==> config.mk <==
export PLATFORM = sky130hd
export DESIGN_NAME = cflru_ram
export DESIGN_NICKNAME = d
export VERILOG_FILES = /design/src/design/cflru_ram.sv
export SDC_FILE = /design/constraint.sdc
export NUM_CORES = 2
export LEC_CHECK = 0
export ABC_CLOCK_PERIOD_IN_PS = 4800
export BUFFER_PORTS_ARGS = -buffer_cell sky130_fd_sc_hd__buf_2
export CAP_MARGIN = 20
export CORE_MARGIN = 1.5
export CORE_UTILIZATION = 51
export CTS_BUF_LIST = sky130_fd_sc_hd__clkbuf_8
export DETAILED_ROUTE_END_ITERATION = 12
export PLACE_DENSITY = 0.66
export RECOVER_POWER = 25
export SYNTH_ARGS = -nofsm -noshare
export SYNTH_HDL_FRONTEND = slang
export SYNTH_SLANG_ARGS = --single-unit
==> constraint.sdc <==
create_clock -name clk -period 4.8 [get_ports clk]
set_clock_uncertainty 0.15 [all_clocks]
set_input_delay 0.96 -clock clk [delete_from_list [all_inputs] [get_ports clk]]
set_output_delay 0.96 -clock clk [all_outputs]
set_load 0.01 [all_outputs]
==> src/design/cflru_ram.sv <==
// Generic simple dual-port RAM: one write and one registered read per cycle.
// No dependencies.
`default_nettype none
module cflru_ram #(
  parameter int WIDTH = 8,
  parameter int DEPTH = 256
) (
  input  wire logic                     clk,
  input  wire logic                     we,
  input  wire logic [$clog2(DEPTH)-1:0] waddr,
  input  wire logic [WIDTH-1:0]         wdata,
  input  wire logic [$clog2(DEPTH)-1:0] raddr,
  output logic      [WIDTH-1:0]         rdata
);
  logic [WIDTH-1:0] mem [DEPTH];

  always_ff @(posedge clk) begin
    if (we) begin
      mem[waddr] <= wdata;
    end
    rdata <= mem[raddr];
  end
endmodule
`default_nettype wire

==> flow_metrics.env <==
export IMPL_cap_viol_max_count=9
export IMPL_via_per_inst=6.24
export IMPL_cts_buffers=340
export IMPL_io_pins=34
export IMPL_switchingPower_mw=7.92
export IMPL_worstPathMaxFanout=92
export IMPL_synth_top_area_share_pct=77.3
export IMPL_multi_input_area_um2=16500
export IMPL_internal_power_mw=27.9
export IMPL_fin_tns_setup_ps=0
export IMPL_die_h_um=398
export IMPL_postSynthCellCount=3733
export IMPL_synth_net_count=3759
export IMPL_ir_drop_mv=0.278
export IMPL_yosysUniqueCellTypes=55
export IMPL_grt_pass1_vias=40100
export IMPL_gr_total_overflow=0
export IMPL_cts_sinks=2056
export IMPL_tritoncts="built"
export IMPL_power_frac_seq_pct=55.5
export IMPL_clk_latency_ps=1040
export IMPL_worstPathArrival_ps=4160
export IMPL_vias=39800
export IMPL_core_area_um2=154000
export IMPL_postRouteAntennaNets=0
export IMPL_tightest_slew_ps=3960
export IMPL_die_width_um=398
export IMPL_ctsHtreeMaxLevel=5
export IMPL_setup_slack_ps=745
export IMPL_hold_class="primary input to flip-flop"
export IMPL_post_cts_setup_buffer_count=0
export IMPL_hold_viol_final=0
export IMPL_clk_path_buf_depth=4
export IMPL_cpPeakStageDelay_ps=2520
export IMPL_gp_congestion=0.854
export IMPL_post_dp_hpwl_um=119000
export IMPL_drive_gt1_share_pct=26.2
export IMPL_rsz0062_at_grt="no"
export IMPL_finalSetupViolCount=0
export IMPL_critPathRequiredTime_ps=4910
export IMPL_io_buffer_count=33
export IMPL_min_period_over_period_pct=84.5
export IMPL_ctsHoldBuffers=1
export IMPL_syn_avg_cell_area_um2=21.3
export IMPL_ys_ff_latch=2056
export IMPL_status="finished, violations left"
export IMPL_syn2layout_area_growth_pct=11.8
export IMPL_clkPwrFrac_pct=39.4
export IMPL_drc=0
export IMPL_drt_iter0_drc=4489
export IMPL_clock_tree_root_cell="clkbuf_8"
export IMPL_yosys_warnings=0
export IMPL_final_cells=6378
export IMPL_max_slew_margin_pct=-164
export IMPL_grt_max_degree=169
export IMPL_rows=144
export IMPL_power_density_nw_per_um2=402
export IMPL_pwr_share_comb_pct=5.1
export IMPL_min_period_ps=4050
export IMPL_path_cells="buf_8, clkbuf_1"
export IMPL_grt_pass1_wl_um=283000
export IMPL_total_power_mw=35.8
export IMPL_fillCellCount=11200
export IMPL_dp_slack_ps=169
export IMPL_layout_common_cells="2,048 x edfxtp_1, 454 x mux4_2, 353 x clkbuf_8"
export IMPL_dieArea_um2=158000
export IMPL_cts_resized=0
export IMPL_end_kind="flip-flop"
export IMPL_syn_area_um2=79600
export IMPL_antenna_found_initial=11
export IMPL_wl_um=196000
export IMPL_violations="max-capacitance violations, max-slew violations"
export IMPL_crit_type="primary input to flip-flop"
export IMPL_cellLeakagePower_nw=28.1
export IMPL_firstDrtPassIters=6
export IMPL_wire_per_inst_um=30.7
export IMPL_startpoint_type="primary input"
export IMPL_sw_frac_of_total_pct=22.1
export IMPL_max_freq_mhz=247
export IMPL_initial_core_util_pct=51.5
export IMPL_maxSlewViolCount=1062
export IMPL_final_nets=4123
export IMPL_final_common_cell="edfxtp_1"
export IMPL_fin_hold_ws_ps=369
export IMPL_cp_top_family="buffers and inverters"
export IMPL_grt_usage_pct=25.0
export IMPL_seq_area_frac_synth_pct=77.5
export IMPL_netlist_top_cells_area="edfxtp_1 77%, mux4_2 13%, mux2i_1 1.7%, nor2_1 1.3%, a22oi_1 1.3%"
export IMPL_seq_area_um2=61700
export IMPL_dp_cells=5797
export IMPL_cp_num_buf_inv=2
export IMPL_crit_slowest_cell="clkbuf_1"
export IMPL_clk_pin_slew_ps=60
export IMPL_yosys_area_top_type="edfxtp_1"
[final timing paths]
check	startpoint	endpoint	slack, ps	depth (start not counted)
worst min-delay path	wdata[7]	mem[185][7]	370	1
worst max register to register	mem[210][5]	rdata[5]	1700	6
worst min register to register	mem[32][5]	rdata[5]	920	7
worst max-delay path	wdata[7]	mem[95][7]	750	2
[flip-flops by register name (all words and copies together) (netlist names)]
register	count
rdata	8
mem	2048
[through the flow]
stage	util [%]	instance area [µm²]
detailed placement	53.7	83000
CTS	57.7	89100
finish	57.6	89000
floorplan	-	79600
global placement	53.7	82900
global route	57.6	89000
[layer usage]
layer	global-route usage, %	routed length, µm
met4	8.11	5710
met1	36.1	79300
met2	38.6	92900
met5	0	54
met3	5.10	17800
[cells by family after synthesis]
| group | Yosys count | share of synthesized area, % |
|---|---|---|
| flops | 2056 | 77.5 |
| simple gates | 466 | 2.63 |
| buf+inv | 235 | 1.83 |
| compound gates | 385 | 3.42 |
| mux | 591 | 14.6 |
[layout make-up]
cell class                 instances  area share (%)
tap                             2044            2.87
timing repair buffer             255            2.41
inverter                           2         0.00844
antenna                            7          0.0197
sequential                      2056            69.3
multi-input combinational       1442            18.6
clock inverter                   219            1.37
clock buffer                     353            5.46
[power groups by stage]
stage	clock [mW]	sequential (mW)	combinational, mW
finish	14.1	19.9	1.81
global route	15.1	19.9	1.90
CTS	14.3	19.8	1.82
detailed placement	0	20.2	1.82
global placement	0	20.2	1.79
floorplan	0	20.2	0.961
[synthesized netlist by cell type, drive strengths merged]
library cell and instances:
edfxtp 2048, mux4 456, nor2 282, mux2i 134
a22oi 133, buf 122, clkbuf 111, a21oi 96
o221ai 47, nand3 34, nand2 33, nor2b 31
o22ai 28, nor4 27, nor3 22, a211oi 16
a221oi 14, o21ai 12, nand4 10, o211ai 10
a22o 8, dfxtp 8, nand2b 8, and2 6
a2111oi 5, o22a 5, o32ai 5, or2 4
a311oi 2, a31oi 2, and3b 2, nand3b 2
a21boi 1, and3 1, clkinv 1, inv 1
mux2 1, nor3b 1, nor4b 1, o311ai 1
or2b 1, or3b 1
No activity file was read; power rests on OpenSTA's default activity.
